--- config.mk ---
export PLATFORM = sky130hd
export DESIGN_NAME = sgre_front
export DESIGN_NICKNAME = d
export VERILOG_FILES = /design/src/sv/scaled_glyph_row_expander_macros.svh /design/src/sv/sgre_pkg.sv /design/src/sv/sgre_front.sv
export SDC_FILE = /design/constraint.sdc
export NUM_CORES = 1
export LEC_CHECK = 0
export BUFFER_PORTS_ARGS = -buffer_cell sky130_fd_sc_hd__clkbuf_2
export CORE_MARGIN = 8
export CORE_UTILIZATION = 40
export DETAILED_ROUTE_END_ITERATION = 7
export PLACE_DENSITY = 0.87
export SLEW_MARGIN = 20
export SYNTH_ARGS = -nofsm -noshare
export SYNTH_HDL_FRONTEND = slang
export SYNTH_SLANG_ARGS = --single-unit
--- constraint.sdc ---
create_clock -name clk_i -period 3.9 [get_ports clk_i]
set_input_delay 0.39 -clock clk_i [delete_from_list [all_inputs] [get_ports clk_i]]
set_output_delay 0.39 -clock clk_i [all_outputs]
set_load 0.1 [all_outputs]
--- src/sv/scaled_glyph_row_expander_macros.svh ---
// assertion macros shared by the glyph row expander rtl
`ifndef SCALED_GLYPH_ROW_EXPANDER_MACROS_SVH
`define SCALED_GLYPH_ROW_EXPANDER_MACROS_SVH

// property checked on every rising clock edge outside reset
`define SGRE_ASSERT(name, prop, msg) \
  name: assert property (@(posedge clk_i) disable iff (!rst_ni) prop) else $error(msg);

// condition that must never hold
`define SGRE_ASSERT_NEVER(name, cond, msg) \
  `SGRE_ASSERT(name, !(cond), msg)

`endif

--- src/sv/sgre_pkg.sv ---
// shared types, constants and helper functions of the glyph row expander
`timescale 1ns / 1ps
`default_nettype none

package sgre_pkg;

  localparam int unsigned GLYPH_WIDTH  = 8;
  localparam int unsigned GLYPH_HEIGHT = 16;
  localparam int unsigned CHAR_COUNT   = 128;
  localparam int unsigned FONT_AW      = $clog2(CHAR_COUNT * GLYPH_HEIGHT);

  localparam logic [11:0] CUR_MAX = 12'hFFF;

  localparam int unsigned CMD_DEPTH = 4;
  localparam int unsigned CMD_PW    = $clog2(CMD_DEPTH);
  localparam int unsigned OUT_DEPTH = 4;
  localparam int unsigned OUT_PW    = $clog2(OUT_DEPTH);

  typedef enum logic [1:0] {
    KIND_DRAW       = 2'd0,
    KIND_SET_CURSOR = 2'd1,
    KIND_LINE_FEED  = 2'd2,
    KIND_FONT_WRITE = 2'd3
  } kind_e;

  localparam logic [2:0] CFG_SCALE_X     = 3'd0;
  localparam logic [2:0] CFG_SCALE_Y     = 3'd1;
  localparam logic [2:0] CFG_LINE_PITCH  = 3'd2;
  localparam logic [2:0] CFG_FRAME_BASE  = 3'd3;
  localparam logic [2:0] CFG_INK_COLOR   = 3'd4;
  localparam logic [2:0] CFG_PAPER_COLOR = 3'd5;

  // scales are held already clamped to their working range
  typedef struct packed {
    logic [3:0]  sx;
    logic [2:0]  sy;
    logic [15:0] pitch;
    logic [31:0] base;
    logic [23:0] ink;
    logic [23:0] paper;
  } cfg_t;

  typedef struct packed {
    logic        is_font;
    logic [6:0]  char_code;
    logic [3:0]  glyph_row;
    logic [7:0]  pattern;
    logic [11:0] cx;
    logic [11:0] cy;
  } cmd_t;

  typedef struct packed {
    logic [31:0] row_address;
    logic [11:0] pixel_line;
    logic [63:0] row_bits;
    logic [6:0]  row_width;
    logic [23:0] ink_out;
    logic [23:0] paper_out;
    logic        last;
  } row_t;

  function automatic logic [3:0] eff_scale_x(input logic [3:0] s);
    logic [3:0] r;
    if (s == 4'd0) r = 4'd1;
    else if (s > 4'd8) r = 4'd8;
    else r = s;
    return r;
  endfunction

  function automatic logic [2:0] eff_scale_y(input logic [2:0] s);
    logic [2:0] r;
    if (s == 3'd0) r = 3'd1;
    else if (s > 3'd4) r = 3'd4;
    else r = s;
    return r;
  endfunction

  function automatic logic [11:0] sat_cursor(input logic [12:0] v);
    logic [11:0] r;
    if (v[12]) r = CUR_MAX;
    else r = v[11:0];
    return r;
  endfunction

  // pixel i takes glyph column i/sx, leftmost pixel from the msb
  function automatic logic [63:0] expand_row(input logic [7:0] pat, input logic [3:0] sx);
    logic [63:0] bits;
    logic [5:0]  col;
    logic [2:0]  bidx;
    bits = '0;
    for (int i = 0; i < 64; i++) begin
      case (sx)
        4'd2:    col = 6'(i / 2);
        4'd3:    col = 6'(i / 3);
        4'd4:    col = 6'(i / 4);
        4'd5:    col = 6'(i / 5);
        4'd6:    col = 6'(i / 6);
        4'd7:    col = 6'(i / 7);
        4'd8:    col = 6'(i / 8);
        default: col = 6'(i);
      endcase
      bidx = 3'(GLYPH_WIDTH - 1) - col[2:0];
      if (col < 6'(GLYPH_WIDTH)) bits[i] = pat[bidx];
    end
    return bits;
  endfunction

endpackage

`default_nettype wire

--- src/sv/sgre_front.sv ---
// front end: accepts items, keeps the cursor and queues draw and font work
`timescale 1ns / 1ps
`default_nettype none

module sgre_front (
  input  logic               clk_i,
  input  logic               rst_ni,
  input  logic               push_i,
  output logic               full_o,
  input  logic [1:0]         kind_i,
  input  logic [6:0]         char_code_i,
  input  logic [3:0]         glyph_row_i,
  input  logic [7:0]         row_pattern_i,
  input  logic [11:0]        pos_x_i,
  input  logic [11:0]        pos_y_i,
  input  sgre_pkg::cfg_t     cfg_i,
  input  logic               q_full_i,
  output logic               q_push_o,
  output sgre_pkg::cmd_t     q_cmd_o
);
  import sgre_pkg::*;

  kind_e       kind;
  logic        accept;
  logic [11:0] cx_q, cx_d, cy_q, cy_d;
  logic [6:0]  w, adv_x, h, adv_y;

  assign kind   = kind_e'(kind_i);
  assign accept = push_i && !q_full_i;
  assign full_o = q_full_i;

  // glyph advance is width plus a quarter width gap, same for line height
  assign w     = {cfg_i.sx, 3'b000};
  assign adv_x = w + (w >> 2);
  assign h     = {cfg_i.sy, 4'b0000};
  assign adv_y = h + (h >> 2);

  always_comb begin
    cx_d     = cx_q;
    cy_d     = cy_q;
    q_push_o = 1'b0;
    unique case (kind)
      KIND_DRAW: begin
        q_push_o = accept;
        if (accept) cx_d = sat_cursor(13'(cx_q) + 13'(adv_x));
      end
      KIND_SET_CURSOR: begin
        if (accept) begin
          cx_d = pos_x_i;
          cy_d = pos_y_i;
        end
      end
      KIND_LINE_FEED: begin
        if (accept) cy_d = sat_cursor(13'(cy_q) + 13'(adv_y));
      end
      KIND_FONT_WRITE: begin
        q_push_o = accept && ({1'b0, glyph_row_i} < 5'(GLYPH_HEIGHT));
      end
    endcase
  end

  always_comb begin
    q_cmd_o.is_font   = (kind == KIND_FONT_WRITE);
    q_cmd_o.char_code = char_code_i;
    q_cmd_o.glyph_row = glyph_row_i;
    q_cmd_o.pattern   = row_pattern_i;
    q_cmd_o.cx        = cx_q;
    q_cmd_o.cy        = cy_q;
  end

  always_ff @(posedge clk_i or negedge rst_ni) begin
    if (!rst_ni) begin
      cx_q <= '0;
      cy_q <= '0;
    end else begin
      cx_q <= cx_d;
      cy_q <= cy_d;
    end
  end

endmodule

`default_nettype wire

==> report_table.html <==
<table>
<tr><th>Metric</th><th>Value</th></tr>
<tr><th colspan="2">Outcome</th></tr>
<tr><td>Result of the run</td><td>finished clean</td></tr>
<tr><th colspan="2">Clocking</th></tr>
<tr><td>Buffers inserted by post-CTS timing repair</td><td>0</td></tr>
<tr><td>CTS hold repair buffers</td><td>0</td></tr>
<tr><td>Clock Pin Slew Worst Setup and Hold Paths</td><td>~0.090 ns</td></tr>
<tr><td>Number of clock sinks seen by CTS</td><td>24</td></tr>
<tr><td>Depth of the CTS H-tree</td><td>1</td></tr>
<tr><td>Cell at the root of the clock tree</td><td>sky130_fd_sc_hd__clkbuf_8</td></tr>
<tr><td>Clock latency reported for the late side of the worst-skew pair</td><td>0.27 ns</td></tr>
<tr><td>Number of gates resized after CTS</td><td>0</td></tr>
<tr><td>CTS tree</td><td>done</td></tr>
<tr><td>Clk buf depth</td><td>2</td></tr>
<tr><td>CTS Buf Count</td><td>3</td></tr>
<tr><th colspan="2">Worst setup path</th></tr>
<tr><td>Required time of the critical path</td><td>approximately 4.1 ns</td></tr>
<tr><td>Category of the critical setup timing path</td><td>input port to register</td></tr>
<tr><td>Data arrival, critical path</td><td>roughly 2.8 ns</td></tr>
<tr><td>Worst setup SP type</td><td>input port</td></tr>
<tr><td>Path depth of the worst reg2reg path</td><td>8</td></tr>
<tr><td>First element of the critical path</td><td>cfg_i[99]</td></tr>
<tr><td>Crit end category</td><td>register</td></tr>
<tr><td>Largest fanout of any net on the critical path</td><td>6</td></tr>
<tr><td>Origin of the critical flop-to-flop path</td><td>cy_q[2]</td></tr>
<tr><th colspan="2">Layout</th></tr>
<tr><td>Area grow syn2layout</td><td>13.6%</td></tr>
<tr><td>Fraction of final layout cells with drive strength greater than 1</td><td>about 29%</td></tr>
<tr><td>Final antenna diode count</td><td>0</td></tr>
<tr><td>Final-layout fill cell count</td><td>507</td></tr>
<tr><td>Fin nets</td><td>around 460</td></tr>
<tr><td>Number of cells in the finished layout apart from fillers</td><td>around 350</td></tr>
<tr><td>End-of-flow core utilization</td><td>a little under half</td></tr>
<tr><th colspan="2">Job</th></tr>
<tr><td>Max-capacitance violation count</td><td>0</td></tr>
<tr><th colspan="2">Synthesis</th></tr>
<tr><td>Share of the yosys chip area belonging to registers</td><td>about 29%</td></tr>
<tr><td>Post-synthesis cell area</td><td>around 2100 sq um</td></tr>
<tr><td>Leading register cell type out of synthesis</td><td>sky130_fd_sc_hd__dfrtp_1</td></tr>
<tr><td>Number of distinct library cells after synthesis</td><td>51</td></tr>
<tr><td>Cell count after synthesis</td><td>241</td></tr>
<tr><td>Flip-flop and latch count after synthesis</td><td>24</td></tr>
<tr><td>Yosys warning total</td><td>0</td></tr>
<tr><td>Synthesized area per cell</td><td>just under 9 sq um</td></tr>
<tr><td>Fraction of registers with async set or reset after synthesis</td><td>100%</td></tr>
<tr><td>Number of synthesized flops with an enable pin</td><td>0</td></tr>
<tr><td>Synthesized netlist net count</td><td>around 420</td></tr>
<tr><th colspan="2">Global route</th></tr>
<tr><td>Via count of the first global-routing pass</td><td>2,002</td></tr>
<tr><td>Global-route wire length before repair</td><td>between 9000 and 10,000 um</td></tr>
<tr><td>Congestion Overflow GR</td><td>0</td></tr>
<tr><td>All-layer global routing usage</td><td>15.5%</td></tr>
<tr><td>Antenna violations before repair</td><td>0</td></tr>
<tr><td>Largest net degree at the start of global routing</td><td>25</td></tr>
<tr><th colspan="2">Floorplanning</th></tr>
<tr><td>Io pins</td><td>around 200</td></tr>
<tr><td>Initial Util</td><td>slightly above 40%</td></tr>
<tr><td>Die height</td><td>88.3 um</td></tr>
<tr><td>Horizontal die dimension</td><td>about 90 um</td></tr>
<tr><td>Area of the placeable core</td><td>about 5100 sq um</td></tr>
<tr><td>Site row count</td><td>26</td></tr>
<tr><td>Die area</td><td>roughly 8000 sq um</td></tr>
<tr><th colspan="2">STA</th></tr>
<tr><td>Final setup skew</td><td>around 0.0059 ns</td></tr>
<tr><td>Max-slew violation total from the final report</td><td>0</td></tr>
<tr><td>Slew @ Worst Pin</td><td>0.720 ns</td></tr>
<tr><td>Final period demand of the worst path</td><td>2.60 ns</td></tr>
<tr><td>Max Clock Freq</td><td>about 0.38 GHz</td></tr>
<tr><td>Setup repair after global routing missed its margin</td><td>no</td></tr>
<tr><td>Final hold violations</td><td>0</td></tr>
<tr><td>Total Neg Setup Slack</td><td>0 ns</td></tr>
<tr><td>Worst slew slack as a fraction of its limit</td><td>between 50 and 60%</td></tr>
<tr><td>Setup violation total in the final timing report</td><td>0</td></tr>
<tr><td>Worst hold slack</td><td>about 0.12 ns</td></tr>
<tr><td>Post-route clock period utilization</td><td>66.7%</td></tr>
<tr><th colspan="2">Power</th></tr>
<tr><td>Power share of the combinational group</td><td>~66%</td></tr>
<tr><td>Share of power burned in registers</td><td>between 20% and 30%</td></tr>
<tr><td>Total chip power</td><td>approximately 0.0017 W</td></tr>
<tr><td>Worst ir drop on vdd</td><td>~0.37 mV</td></tr>
<tr><td>Internal Power</td><td>between 0.0006 and 0.0007 W</td></tr>
<tr><td>Power per unit of standard cell area</td><td>707 nW/um^2</td></tr>
<tr><td>Fraction of power consumed by the clock network</td><td>10.6%</td></tr>
<tr><td>Static power due to leakage</td><td>roughly 1.1 nW</td></tr>
<tr><td>Switching fraction of total power</td><td>60.5%</td></tr>
<tr><td>Net Sw Power</td><td>around 0.001 W</td></tr>
<tr><th colspan="2">Placement</th></tr>
<tr><td>Cells after DPL</td><td>348</td></tr>
<tr><td>Final estimated routing congestion in global placement</td><td>about 0.87</td></tr>
<tr><td>IO buf count</td><td>63</td></tr>
<tr><td>Post-DP HPWL</td><td>4650 um</td></tr>
<tr><th colspan="2">Routing</th></tr>
<tr><td>Total via count in the routed design</td><td>1,993</td></tr>
<tr><td>Vias per Instance</td><td>between 5 and 6</td></tr>
<tr><td>Number of DRC violations after detailed-routing iteration 0</td><td>116</td></tr>
<tr><td>Drt total wl</td><td>~6000 um</td></tr>
<tr><td>DRC</td><td>0</td></tr>
<tr><td>Number of detailed-route iterations in the first pass</td><td>5</td></tr>
<tr><td>Mean routed wirelength per cell</td><td>between 15 and 20 um</td></tr>
<tr><td>Remaining antenna violation count after routing</td><td>0</td></tr>
<tr><th colspan="2">Min path</th></tr>
<tr><td>Class of the tightest hold or removal check</td><td>input port to async pin</td></tr>
</table>
## cell usage after synthesis (all sizes together) (2+ instances only)
cell	number	area, sq um
dfrtp	24	601
o21ai	24	120
buf	23	170
ha	19	238
a21oi	16	87.6
nand2	15	56.3
inv	11	41.3
or3	10	63.8
nor2	9	33.8
nand3	8	40.0
nor3	8	40.0
a21o	6	46.3
a31oi	6	37.5
and3	5	31.3
clkbuf	5	18.8
xor2	5	43.8
a211oi	4	35.0
nor2b	4	32.5
o21a	4	30.0
o22ai	4	25.0
xnor2	4	35.0
fa	3	60.1
and2	2	13.8
o211ai	2	20.0
o21bai	2	15.0
o32ai	2	17.5
## worst paths after layout
path | endpoint | slack (ns)
setup / recovery | cx_q[5] | 1.30
hold / removal | cx_q[4] | 0.12
setup reg to reg | cy_q[11] | 1.55
hold reg to reg | cx_q[3] | 0.54
max in group asynchronous | cy_q[9] | 3.35
min in group clk_i | cx_q[8] | 0.34
## through the flow
stage	setup WS [ns]	cell area, sq um
global route	1.10	2370
CTS	1.32	2370
detailed placement	1.05	2320
floorplan	1.26	2090
finish	1.30	2370
global placement	1.09	2320
## cells in the final DEF, fill, tap and decap left out, types with 2 or more instances in the layout
cell type / count
sky130_fd_sc_hd__o21ai_0: 24
sky130_fd_sc_hd__o22ai_1: 4
sky130_fd_sc_hd__dfrtp_1: 24
sky130_fd_sc_hd__xor2_1: 5
sky130_fd_sc_hd__nor2_1: 9
sky130_fd_sc_hd__o21a_1: 4
sky130_fd_sc_hd__inv_1: 9
sky130_fd_sc_hd__a31oi_1: 6
sky130_fd_sc_hd__nand3_1: 8
sky130_fd_sc_hd__inv_2: 2
sky130_fd_sc_hd__nor2b_1: 3
sky130_fd_sc_hd__a21oi_2: 2
sky130_fd_sc_hd__o32ai_1: 2
sky130_fd_sc_hd__a21o_1: 5
sky130_fd_sc_hd__nand2_1: 15
sky130_fd_sc_hd__o21bai_1: 2
sky130_fd_sc_hd__clkbuf_2: 63
sky130_fd_sc_hd__and3_1: 5
sky130_fd_sc_hd__ha_1: 19
sky130_fd_sc_hd__xnor2_1: 4
sky130_fd_sc_hd__fa_1: 3
sky130_fd_sc_hd__or3_1: 9
sky130_fd_sc_hd__a211oi_1: 3
sky130_fd_sc_hd__a21oi_1: 14
sky130_fd_sc_hd__buf_4: 2
sky130_fd_sc_hd__clkbuf_8: 4
sky130_fd_sc_hd__nor3_1: 8
## final cells by class
| type | instances | area [sq um] | area share [%] |
|---|---|---|---|
| well taps | 70 | 87.6 | 3.69 |
| clock buffers | 4 | 55.1 | 2.32 |
| repair buffers | 65 | 330 | 13.9 |
| multi-input cells | 178 | 1260 | 53.0 |
| flip-flops and latches | 24 | 601 | 25.3 |
| inverters | 11 | 41.3 | 1.74 |
## kinds of logic (layout without fill, tap and decap cells)
| logic type | Yosys count | count (layout) | share of synthesized area (%) |
|---|---|---|---|
| xor gates and xnor gates | 9 | 9 | 3.77 |
| DFF | 24 | 24 | 28.7 |
| buffers and inverters | 39 | 80 | 11.0 |
| adders and majority gates | 22 | 22 | 14.3 |
| and+or+nand+nor | 64 | 64 | 15.9 |
| AOI/OAI and AO/OA | 83 | 83 | 26.3 |
## power groups by stage
stage                     clock, W  combinational, W  sequential [W]
final                     0.000177           0.00110        0.000402
after global routing      0.000186           0.00117        0.000413
after CTS                 0.000180           0.00110        0.000399
after detailed placement         0           0.00109        0.000403
after global placement           0           0.00107        0.000396
after floorplan                  0          0.000462        0.000918
## state kept, by name, summed over array words and instances, names as in the netlist
| name | count |
|---|---|
| cx_q | 12 |
| cy_q | 12 |
## critical path: stages
cell                       delay, ns
sky130_fd_sc_hd__clkbuf_2       0.10
sky130_fd_sc_hd__ha_1           0.22
sky130_fd_sc_hd__fa_1           0.38
sky130_fd_sc_hd__xor2_1         0.16
sky130_fd_sc_hd__ha_1           0.37
sky130_fd_sc_hd__and3_1         0.20
sky130_fd_sc_hd__a31oi_1        0.15
sky130_fd_sc_hd__a211oi_2       0.49
sky130_fd_sc_hd__inv_1          0.16
sky130_fd_sc_hd__a31oi_1        0.17
## routing by layer
| layer | GRT usage [%] | wire, um |
|---|---|---|
| met5 | 0 | 0 |
| met4 | 4.30 | 57 |
| met3 | 3.99 | 606 |
| met2 | 22.5 | 2520 |
| met1 | 21.9 | 2850 |
Power figures use the tool's default switching activity.
