`config.mk`:
```
export PLATFORM = sky130hd
export DESIGN_NAME = sgre_cmd_fifo
export DESIGN_NICKNAME = d
export VERILOG_FILES = /design/src/sv/scaled_glyph_row_expander_macros.svh /design/src/sv/sgre_pkg.sv /design/src/sv/sgre_cmd_fifo.sv
export SDC_FILE = /design/constraint.sdc
export NUM_CORES = 1
export LEC_CHECK = 0
export BUFFER_PORTS_ARGS = -buffer_cell sky130_fd_sc_hd__clkbuf_2
export CELL_PAD_IN_SITES_DETAIL_PLACEMENT = 0
export CELL_PAD_IN_SITES_GLOBAL_PLACEMENT = 1
export CORE_ASPECT_RATIO = 0.7
export CORE_MARGIN = 1.5
export CORE_UTILIZATION = 35
export DETAILED_ROUTE_END_ITERATION = 6
export PLACE_DENSITY = 0.59
export SETUP_SLACK_MARGIN = 0.1
export SLEW_MARGIN = 20
export SYNTH_ARGS = -nofsm -noshare
export SYNTH_HDL_FRONTEND = slang
export SYNTH_SLANG_ARGS = --single-unit
```
`constraint.sdc`:
```
create_clock -name clk_i -period 2.1 [get_ports clk_i]
set_clock_uncertainty 0.05 [all_clocks]
set_input_delay 0.105 -clock clk_i [delete_from_list [all_inputs] [get_ports clk_i]]
set_output_delay 0.105 -clock clk_i [all_outputs]
set_load 0.02 [all_outputs]
```
`src/sv/scaled_glyph_row_expander_macros.svh`:
```
// assertion macros shared by the glyph row expander rtl
`ifndef SCALED_GLYPH_ROW_EXPANDER_MACROS_SVH
`define SCALED_GLYPH_ROW_EXPANDER_MACROS_SVH

// property checked on every rising clock edge outside reset
`define SGRE_ASSERT(name, prop, msg) \
  name: assert property (@(posedge clk_i) disable iff (!rst_ni) prop) else $error(msg);

// condition that must never hold
`define SGRE_ASSERT_NEVER(name, cond, msg) \
  `SGRE_ASSERT(name, !(cond), msg)

`endif

```
`src/sv/sgre_pkg.sv`:
```
// shared types, constants and helper functions of the glyph row expander
`timescale 1ns / 1ps
`default_nettype none

package sgre_pkg;

  localparam int unsigned GLYPH_WIDTH  = 8;
  localparam int unsigned GLYPH_HEIGHT = 16;
  localparam int unsigned CHAR_COUNT   = 128;
  localparam int unsigned FONT_AW      = $clog2(CHAR_COUNT * GLYPH_HEIGHT);

  localparam logic [11:0] CUR_MAX = 12'hFFF;

  localparam int unsigned CMD_DEPTH = 4;
  localparam int unsigned CMD_PW    = $clog2(CMD_DEPTH);
  localparam int unsigned OUT_DEPTH = 4;
  localparam int unsigned OUT_PW    = $clog2(OUT_DEPTH);

  typedef enum logic [1:0] {
    KIND_DRAW       = 2'd0,
    KIND_SET_CURSOR = 2'd1,
    KIND_LINE_FEED  = 2'd2,
    KIND_FONT_WRITE = 2'd3
  } kind_e;

  localparam logic [2:0] CFG_SCALE_X     = 3'd0;
  localparam logic [2:0] CFG_SCALE_Y     = 3'd1;
  localparam logic [2:0] CFG_LINE_PITCH  = 3'd2;
  localparam logic [2:0] CFG_FRAME_BASE  = 3'd3;
  localparam logic [2:0] CFG_INK_COLOR   = 3'd4;
  localparam logic [2:0] CFG_PAPER_COLOR = 3'd5;

  // scales are held already clamped to their working range
  typedef struct packed {
    logic [3:0]  sx;
    logic [2:0]  sy;
    logic [15:0] pitch;
    logic [31:0] base;
    logic [23:0] ink;
    logic [23:0] paper;
  } cfg_t;

  typedef struct packed {
    logic        is_font;
    logic [6:0]  char_code;
    logic [3:0]  glyph_row;
    logic [7:0]  pattern;
    logic [11:0] cx;
    logic [11:0] cy;
  } cmd_t;

  typedef struct packed {
    logic [31:0] row_address;
    logic [11:0] pixel_line;
    logic [63:0] row_bits;
    logic [6:0]  row_width;
    logic [23:0] ink_out;
    logic [23:0] paper_out;
    logic        last;
  } row_t;

  function automatic logic [3:0] eff_scale_x(input logic [3:0] s);
    logic [3:0] r;
    if (s == 4'd0) r = 4'd1;
    else if (s > 4'd8) r = 4'd8;
    else r = s;
    return r;
  endfunction

  function automatic logic [2:0] eff_scale_y(input logic [2:0] s);
    logic [2:0] r;
    if (s == 3'd0) r = 3'd1;
    else if (s > 3'd4) r = 3'd4;
    else r = s;
    return r;
  endfunction

  function automatic logic [11:0] sat_cursor(input logic [12:0] v);
    logic [11:0] r;
    if (v[12]) r = CUR_MAX;
    else r = v[11:0];
    return r;
  endfunction

  // pixel i takes glyph column i/sx, leftmost pixel from the msb
  function automatic logic [63:0] expand_row(input logic [7:0] pat, input logic [3:0] sx);
    logic [63:0] bits;
    logic [5:0]  col;
    logic [2:0]  bidx;
    bits = '0;
    for (int i = 0; i < 64; i++) begin
      case (sx)
        4'd2:    col = 6'(i / 2);
        4'd3:    col = 6'(i / 3);
        4'd4:    col = 6'(i / 4);
        4'd5:    col = 6'(i / 5);
        4'd6:    col = 6'(i / 6);
        4'd7:    col = 6'(i / 7);
        4'd8:    col = 6'(i / 8);
        default: col = 6'(i);
      endcase
      bidx = 3'(GLYPH_WIDTH - 1) - col[2:0];
      if (col < 6'(GLYPH_WIDTH)) bits[i] = pat[bidx];
    end
    return bits;
  endfunction

endpackage

`default_nettype wire

```
`src/sv/sgre_cmd_fifo.sv`:
```
// short command queue between the front end and the row engine
`timescale 1ns / 1ps
`default_nettype none

module sgre_cmd_fifo (
  input  logic           clk_i,
  input  logic           rst_ni,
  input  logic           wr_i,
  input  sgre_pkg::cmd_t wdata_i,
  output logic           full_o,
  input  logic           rd_i,
  output sgre_pkg::cmd_t rdata_o,
  output logic           empty_o
);
  import sgre_pkg::*;

  cmd_t              mem_q [CMD_DEPTH];
  logic [CMD_PW-1:0] wp_q, rp_q;
  logic [CMD_PW:0]   cnt_q;
  logic              do_wr, do_rd;

  assign full_o  = (cnt_q == (CMD_PW+1)'(CMD_DEPTH));
  assign empty_o = (cnt_q == '0);
  assign do_wr   = wr_i && !full_o;
  assign do_rd   = rd_i && !empty_o;
  assign rdata_o = mem_q[rp_q];

  always_ff @(posedge clk_i) begin
    if (do_wr) mem_q[wp_q] <= wdata_i;
  end

  always_ff @(posedge clk_i or negedge rst_ni) begin
    if (!rst_ni) begin
      wp_q  <= '0;
      rp_q  <= '0;
      cnt_q <= '0;
    end else begin
      if (do_wr) wp_q <= wp_q + 1'b1;
      if (do_rd) rp_q <= rp_q + 1'b1;
      cnt_q <= cnt_q + (CMD_PW+1)'(do_wr) - (CMD_PW+1)'(do_rd);
    end
  end

endmodule

`default_nettype wire

```
==> impl_metrics.ini, run 1 <==
[run_status]
status = complete, no violations

[sta]
final.period_utilization_pct = 98.07
final_max_slew_viol_count = 0
rsz0062_at_grt = true
tns_ns = 0
clock.fmax_mhz = 485.6
finalHoldViolCount = 0
worst_slew_pin_slew_ns = 0.5133
max-slew-margin-rel_pct = 65.34
final-setup-viol-count = 0
min_period_ns = 2.059

[synthesis]
yosysSeqAreaShare_pct = 79.39
syn-instance-count = 271
synth_top_area_share_pct = 76.84
synth.area.top_cells = edfxtp_1 77%, mux4_2 12%, dfrtp_1 2.5%
ys_types = 20
synth-main-ff-cell = edfxtp_1
synth_fa_ha_area_share_pct = 1.383
yosysMostFrequentCell = edfxtp_1
synth-simple-area-share_pct = 1.510
synth_xor_area_share_pct = 0.5094
yosysWarnings = 0
yosys-top-cells-count = 176 x edfxtp_1, 38 x mux4_2, 7 x dfrtp_1
yosysTopAreaCell = edfxtp_1
synth_top_family_by_area = multiplexers
syn_area_mm2 = 0.006878
syn-num-nets = 326
ys_ff_latch = 183
synth_edf_count = 176
avgSynthCellArea_um2 = 25.38
async_flop_share_pct = 3.825
muxShareOfSynthArea_pct = 14.74
synth_compound_area_share_pct = 0.4548

[critical_path]
r2r_start = cnt_q[2]
critPathLaunch = rp_q[0]
rr_endpoint = cnt_q[2]
cp_slowest_cell = mux4_2
critPathCapture = rdata_o[41]
max_stage_delay_ns = 0.53
crit_required_ns = 1.95
rrSetupSlack_ns = 0.05
path_class = reg -> out
critPathArrivalTime_ns = 1.90
r2r_cells = 8
path_cells = bufbuf_16 -> mux4_2 -> buf_4
path_depth = 3
path_max_fanout = 5
worst-path-buf-inv = 2
critPathLaunchType = flop
crit_family = multiplexers
cp-end-kind = output pin

[layout]
layout.cells.non_filler = 726
drive_above_1_share_pct = 45.02
utilization_pct = 49.49
finish.net_count = 506
num_antenna_cells = 0
fin_area_mm2 = 0.009440
synthToLayoutAreaGrowth_pct = 37.26
n_fill_cell = 1584

[placement]
place_area_mm2 = 0.007750
dp_cells = 630
port_buffers = 93
place_hpwl_um = 7293
gp_congestion = 0.6953

[clock_network]
cts-root-buf = clkbuf_16
cts_tree = done
htree_levels = 4
clockBufferDepth = 2
clock_latency_ns = 0.44
cts_buffers = 17
clock-sinks = 183
clk_pin_slew_ns = 0.07

[floorplanning]
row_count = 42
core-area_mm2 = 0.01908
die_w_um = 170.6
start_util_pct = 36.06
die_height_um = 120.3
dieArea_mm2 = 0.02051
ios = 94

[grt]
grt_pass1_wl_um = 19980
antenna_found_initial = 0
grt.total_usage_pct = 13.86
grt_overflow_total = 0
grt_max_degree = 45
grt_pass1_vias = 3621

[pwr]
leakagePower_nw = 3.339
power.total_mw = 14.02
powerDensity_mw_per_mm2 = 1485
ir_drop_v = 0.0006070

[route]
wl_um = 13460
postRouteAntennaNets = 0
drcViolationCount = 0
vias_per_cell = 4.588
wire_per_inst_um = 18.54
vias = 3331
first_pass_iters = 4
first_iter_violations = 260

[job]
cap_violations = 0

[worst_hold_path]
min_path_type = in -> reg
-- power by group --
part | total, mW | switching (mW) | internal, mW
logic | 5.51 | 2.64 | 2.87
clock network | 3.46 | 1.25 | 2.21
registers | 5.05 | 0.218 | 4.83
total | 14.0 | 4.11 | 9.91
-- area by class of cell --
type	instances	area, um^2	share of cell area (%)
flip-flops and latches	183	5469	57.93
repair buffers	171	1644	17.42
multi-input cells	72	1335	14.14
clock buffers	20	436.7	4.626
well taps	264	330.3	3.499
clock inverters	10	202.7	2.147
inverters	6	22.52	0.2386
-- kinds of logic (layout without fill, tap and decap cells) --
family / Yosys count / after routing
flops: 183 / 183
buf+inv: 16 / 207
simple gates: 13 / 13
mux: 44 / 44
xor+xnor: 4 / 4
fa+ha+maj: 7 / 7
compound gates: 4 / 4
-- per-layer routing --
| layer | vias up | GRT usage, % | routed length (um) |
|---|---|---|---|
| met5 | - | 0 | 0 |
| met4 | 0 | 3.816 | 95 |
| met3 | 8 | 5.303 | 714 |
| met2 | 92 | 22.30 | 6524 |
| met1 | 1719 | 17.55 | 6122 |
| li1 | 1512 | - | - |
-- registers in the layout, indices dropped and copies added (netlist names) --
signal / flops
mem_q: 176
cnt_q: 3
rp_q: 2
wp_q: 2
-- timing repair --
action | CTS | global route
endpoints found under the hold margin | 187 | 0
hold buffers | 48 | 0
resized for setup | 23 | 102
setup buffers | 10 | 1
setup endpoints to repair | 39 | 42
pin swaps | 0 | 7
cloned | 5 | 2
-- through the flow --
stage	hold WS, ns	setup WS, ns
finish	0.3857	0.04063
global route	0.3730	-0.03134
CTS	0.3704	0.02160
detailed placement	-0.09360	0.03826
global placement	-0.09575	0.08297
floorplan	-0.2406	0.04186
-- placed cells by master (no fill, tap or decap), types with 3 or more instances in the layout --
cell	instances
buf_12	6
inv_1	4
clkbuf_16	19
mux4_1	3
buf_8	5
dfrtp_2	4
mux4_2	41
ha_1	4
and3b_2	4
edfxtp_1	176
clkbuf_1	3
bufinv_16	6
buf_4	16
nand2b_1	3
clkbuf_2	57
xnor2_1	3
dlygate4sd3_1	48
buf_6	30
buf_16	5
-- worst min path at each step --
stage           startpoint           end  slack, ns  depth (start not counted)
3_5_place_dp        rst_ni       wp_q[1]      -0.09                          1
6_report       wdata_i[17]  mem_q[0][17]       0.39                          2
5_1_grt        wdata_i[13]  mem_q[2][13]       0.37                          2
3_3_place_gp        rst_ni       wp_q[1]       -0.1                          1
2_1_floorplan       rst_ni      cnt_q[0]      -0.24                          0
4_1_cts        wdata_i[12]  mem_q[3][12]       0.37                          2
Note: power is estimated with default switching activity, not from simulation.
==> run 2: changes to the inputs <==
PLACE_DENSITY = 0.57   (was 0.59)
clock period = 2.35 ns   (was 2.1 ns; I/O delays follow)
==> impl_metrics.ini, run 2 (synthesis gave the netlist of run 1 again) <==
[run_status]
status = complete, no violations

[job]
cap_violations = 0

[layout]
final_cell_mix = 176 x edfxtp_1, 93 x clkbuf_2, 47 x dlygate4sd3_1
drive_above_1_share_pct = 40.49
top_register = mem_q
num_antenna_cells = 0
layout.cells.non_filler = 711
final_common_cell = edfxtp_1
n_fill_cell = 1613
finish.net_count = 489
reg.largest.list = mem_q: 176 flops, cnt_q: 3 flops
largest_reg_flops = 176
synthToLayoutAreaGrowth_pct = 29.34

[critical_path]
path_class = reg -> reg
critPathArrivalTime_ns = 2.37
crit_required_ns = 2.60
cp-end-kind = flop
path_max_fanout = 7
cp_slowest_cell = dfrtp_1
critPathLaunchType = flop
path_cells = nor3b_2 -> nand2b_1 -> ha_1 -> inv_1 -> ha_1 -> fa_1 -> xnor2_1 -> xnor2_1
max_stage_delay_ns = 0.47

[placement]
dp_cells = 628
port_buffers = 93
place_ws_ns = 0.1264
place_hpwl_um = 7170
gp_congestion = 0.7042

[route]
wl_um = 12770
drcViolationCount = 0
postRouteAntennaNets = 0
first_pass_iters = 4
wire_per_inst_um = 17.96
vias = 3295
vias_per_cell = 4.634
first_iter_violations = 184

[sta]
finalHoldViolCount = 0
max-slew-margin-rel_pct = 73.07
rsz0062_at_grt = false
worst_slew_pin_slew_ns = 0.3990
clock.fmax_mhz = 471.3
tns_ns = 0
final.period_utilization_pct = 90.30
min_period_ns = 2.122
setup_slack_ns = 0.2280
final-setup-viol-count = 0
final_max_slew_viol_count = 0

[pwr]
p_int_mw = 7.862
ir_drop_v = 0.0005290
powerDensity_mw_per_mm2 = 1270
swShare_pct = 30.39
pwr-share-comb_pct = 32.8
pwr-share-seq_pct = 40.0
p_sw_mw = 3.433
power_frac_clock_pct = 27.1
leakagePower_nw = 3.129

[grt]
grt_overflow_total = 0
antenna_found_initial = 0
grt_max_degree = 46
grt.total_usage_pct = 13.56
grt_pass1_wl_um = 19890
grt_pass1_vias = 3646

[floorplanning]
start_util_pct = 36.06
core-area_mm2 = 0.01908
row_count = 42
die_height_um = 120.3
dieArea_mm2 = 0.02051
ios = 94
die_w_um = 170.6

[worst_hold_path]
min_path_type = in -> async

[clock_network]
cts_buffers = 17
clockBufferDepth = 2
clock_latency_ns = 0.42
clk_pin_slew_ns = 0.06
htree_levels = 4
clock-sinks = 183
cts-root-buf = clkbuf_16
cts_tree = done
-- run 2: final cells by class --
cell class	count	area (um^2)	share of cell area (%)
timing repair buffer	154	1136	12.77
tap	264	330.3	3.713
clock buffer	24	471.7	5.302
multi-input combinational	72	1297	14.59
sequential	183	5466	61.45
inverter	6	22.52	0.2532
clock inverter	8	171.4	1.927
-- run 2: through the flow --
step	hold slack [ns]	power, mW	area, um^2	util, %
finish	0.02120	11.29	8896	46.64
global route	0.004557	11.86	8896	46.64
CTS	0.0005247	11.47	8871	46.50
detailed placement	-0.07898	8.225	7717	40.46
global placement	-0.07977	8.175	7717	40.46
floorplan	-0.2281	7.038	6883	-
-- run 2: timing repair --
action	in CTS	in global routing
endpoints found under the hold margin	185	1
setup buffers	4	0
pin swaps	0	0
hold buffers	46	1
endpoints found under the setup margin	1	1
gates resized for setup	1	3
-- run 2: routing by layer --
layer	part of all wire, %	up-vias	routed length [um]	track usage, %
met3	5.5	15	698	4.550
met5	0	-	0	0
met4	1.1	0	145	4.646
li1	-	1487	-	-
met2	49	90	6233	22.32
met1	45	1703	5689	16.82
-- run 2: final timing paths --
| check | startpoint | end | slack (ns) | depth (start not counted) |
|---|---|---|---|---|
| max | cnt_q[2] | cnt_q[2] | 0.23 | 8 |
| min | rst_ni | wp_q[0] | 0.02 | 2 |
| max reg2reg | cnt_q[2] | cnt_q[2] | 0.23 | 8 |
| min reg2reg | wp_q[1] | wp_q[1] | 0.56 | 2 |
| max in group asynchronous | rst_ni | cnt_q[1] | 2.04 | 2 |
| min in group clk_i | wdata_i[3] | mem_q[2][3] | 0.40 | 2 |
-- run 2: power groups by stage --
stage	clock (mW)	combinational, mW	sequential, mW
global placement	0	3.60	4.57
global route	3.27	4.00	4.59
detailed placement	0	3.61	4.61
CTS	3.14	3.81	4.52
floorplan	0	2.54	4.50
finish	3.07	3.71	4.52
-- run 2: critical path, delay by kind of cell, from the launching register on --
family,cells,cell delay [ns]
xor gates and xnor gates,2,0.28
adders and majority gates,3,0.82
buffers and inverters,1,0.04
DFF,1,0.47
and+or+nand+nor,2,0.34
==> run 3: changes to the inputs <==
CORE_UTILIZATION = 50   (was 35)
PLACE_DENSITY = 0.77   (was 0.57)
==> impl_metrics.ini, run 3 (synthesis gave the netlist of run 1 again) <==
[layout]
finish.net_count = 488
drive_above_1_share_pct = 41.93
fin_area_mm2 = 0.008738
top_register = mem_q
final_cell_mix = 176 x edfxtp_1, 93 x clkbuf_2, 46 x dlygate4sd3_1
largest_reg_flops = 176
seq_area_mm2 = 0.005469
reg.largest.list = mem_q: 176 flops, cnt_q: 3 flops
n_fill_cell = 913
multi_input_area_mm2 = 0.001308
num_antenna_cells = 0
synthToLayoutAreaGrowth_pct = 27.05
final_common_cell = edfxtp_1

[sta]
tns_ns = 0
min_period_ns = 2.133
final.period_utilization_pct = 90.77
max-slew-margin-rel_pct = 56.56
worst_slew_pin_slew_ns = 0.6516
final_max_slew_viol_count = 0
rsz0062_at_grt = false
clock.fmax_mhz = 468.8
finalHoldViolCount = 0
final-setup-viol-count = 0

[floorplanning]
dieArea_mm2 = 0.01448
die_w_um = 143.2
core-area_mm2 = 0.01331
ios = 94
start_util_pct = 51.66
row_count = 35
die_height_um = 101.1

[route]
postRouteAntennaNets = 0
wl_um = 11870
drcViolationCount = 0
first_iter_violations = 170
vias_per_cell = 5.216
vias = 3291
wire_per_inst_um = 18.80
first_pass_iters = 4

[clock_network]
clock-sinks = 183
cts-root-buf = clkbuf_16
clk_pin_slew_ns = 0.06
htree_levels = 4
cts_buffers = 17
cts_tree = done
clock_latency_ns = 0.40
clockBufferDepth = 2

[placement]
gp_congestion = 0.7185
port_buffers = 93
place_area_mm2 = 0.007606
place_hpwl_um = 6732

[pwr]
leakagePower_nw = 3.104
ir_drop_v = 0.0007814
powerDensity_mw_per_mm2 = 1262

[critical_path]
crit_required_ns = 2.59
cp-end-kind = flop
worst-path-buf-inv = 2
crit_family = adder cells
path_cells = o31ai_4 -> inv_1 -> ha_1 -> inv_1 -> ha_1 -> fa_2 -> xnor2_2 -> xnor2_1
path_class = reg -> reg
path_max_fanout = 7
cp_slowest_cell = dfrtp_2
max_stage_delay_ns = 0.46
critPathLaunchType = flop
critPathArrivalTime_ns = 2.38

[grt]
grt_overflow_total = 0
grt.total_usage_pct = 17.61
grt_max_degree = 45
grt_use_met1_pct = 23.51
grtUsageMet2_pct = 29.13
antenna_found_initial = 0
grt_pass1_wl_um = 18310
grt_pass1_vias = 3380
grt.busiest_layer = met2
use_met3_pct = 4.751

[job]
cap_violations = 0

[worst_hold_path]
min_path_type = in -> reg

[run_status]
status = complete, no violations
[run 3: routing by layer]
metal	vias to the layer above	wire (um)
li1	1483	-
met1	1709	5395
met2	94	5903
met3	5	526
met4	0	40
met5	-	0
[run 3: final timing paths]
check                           cells past startpoint  slack (ns)       end     start
max in group asynchronous                           2        2.03   rp_q[0]    rst_ni
worst max-delay path                                8        0.22  cnt_q[2]  cnt_q[1]
worst min-delay path                                3        0.01   wp_q[0]      wr_i
worst max register to register                      8        0.22  cnt_q[2]  cnt_q[1]
worst min register to register                      1        0.58  cnt_q[0]  cnt_q[0]
min in group asynchronous                           2        0.03  cnt_q[2]    rst_ni
[run 3: power by group]
part           internal (mW)  total, mW  switching, mW
Combinational           1.57       3.57           2.00
Sequential              4.32       4.58          0.260
Clock                   1.74       2.88           1.14
Total                   7.63       11.0           3.40
[run 3: cell type report]
cell class                 instances  area share, %
sequential                       183          62.59
multi-input combinational         72          14.96
timing repair buffer             153          12.56
clock buffer                      22          5.312
tap                              185          2.649
clock inverter                    10          1.675
inverter                           6         0.2577
[run 3: worst min-delay path: cells and delay by family]
kind            cells  cell delay [ns]
buf+inv             1             0.14
compound gates      1             0.07
simple gates        1             0.09
[run 3: what timing repair did]
| action | 4_1_cts | 5_1_grt |
|---|---|---|
| hold endpoints to repair | 185 | 0 |
| hold buffers | 46 | 0 |
| setup endpoints to repair | 12 | 1 |
| setup buffers | 1 | 3 |
| resized for setup | 1 | 6 |
| pin swaps | 0 | 0 |
[run 3: stage by stage]
step / utilization, % / hold WS [ns] / total power, mW / instances / setup slack (ns)
6_report: 65.64 / 0.01492 / 11.03 / 631 / 0.2169
5_1_grt: 65.64 / 0.02363 / 11.55 / 631 / 0.1264
4_1_cts: 65.30 / 0.0007299 / 11.10 / 628 / 0.1549
3_5_place_dp: 57.13 / -0.08220 / 8.107 / 549 / 0.09689
3_3_place_gp: 57.13 / -0.08354 / 8.047 / 549 / 0.1831
2_1_floorplan: - / -0.2281 / 7.038 / 271 / 0.1330
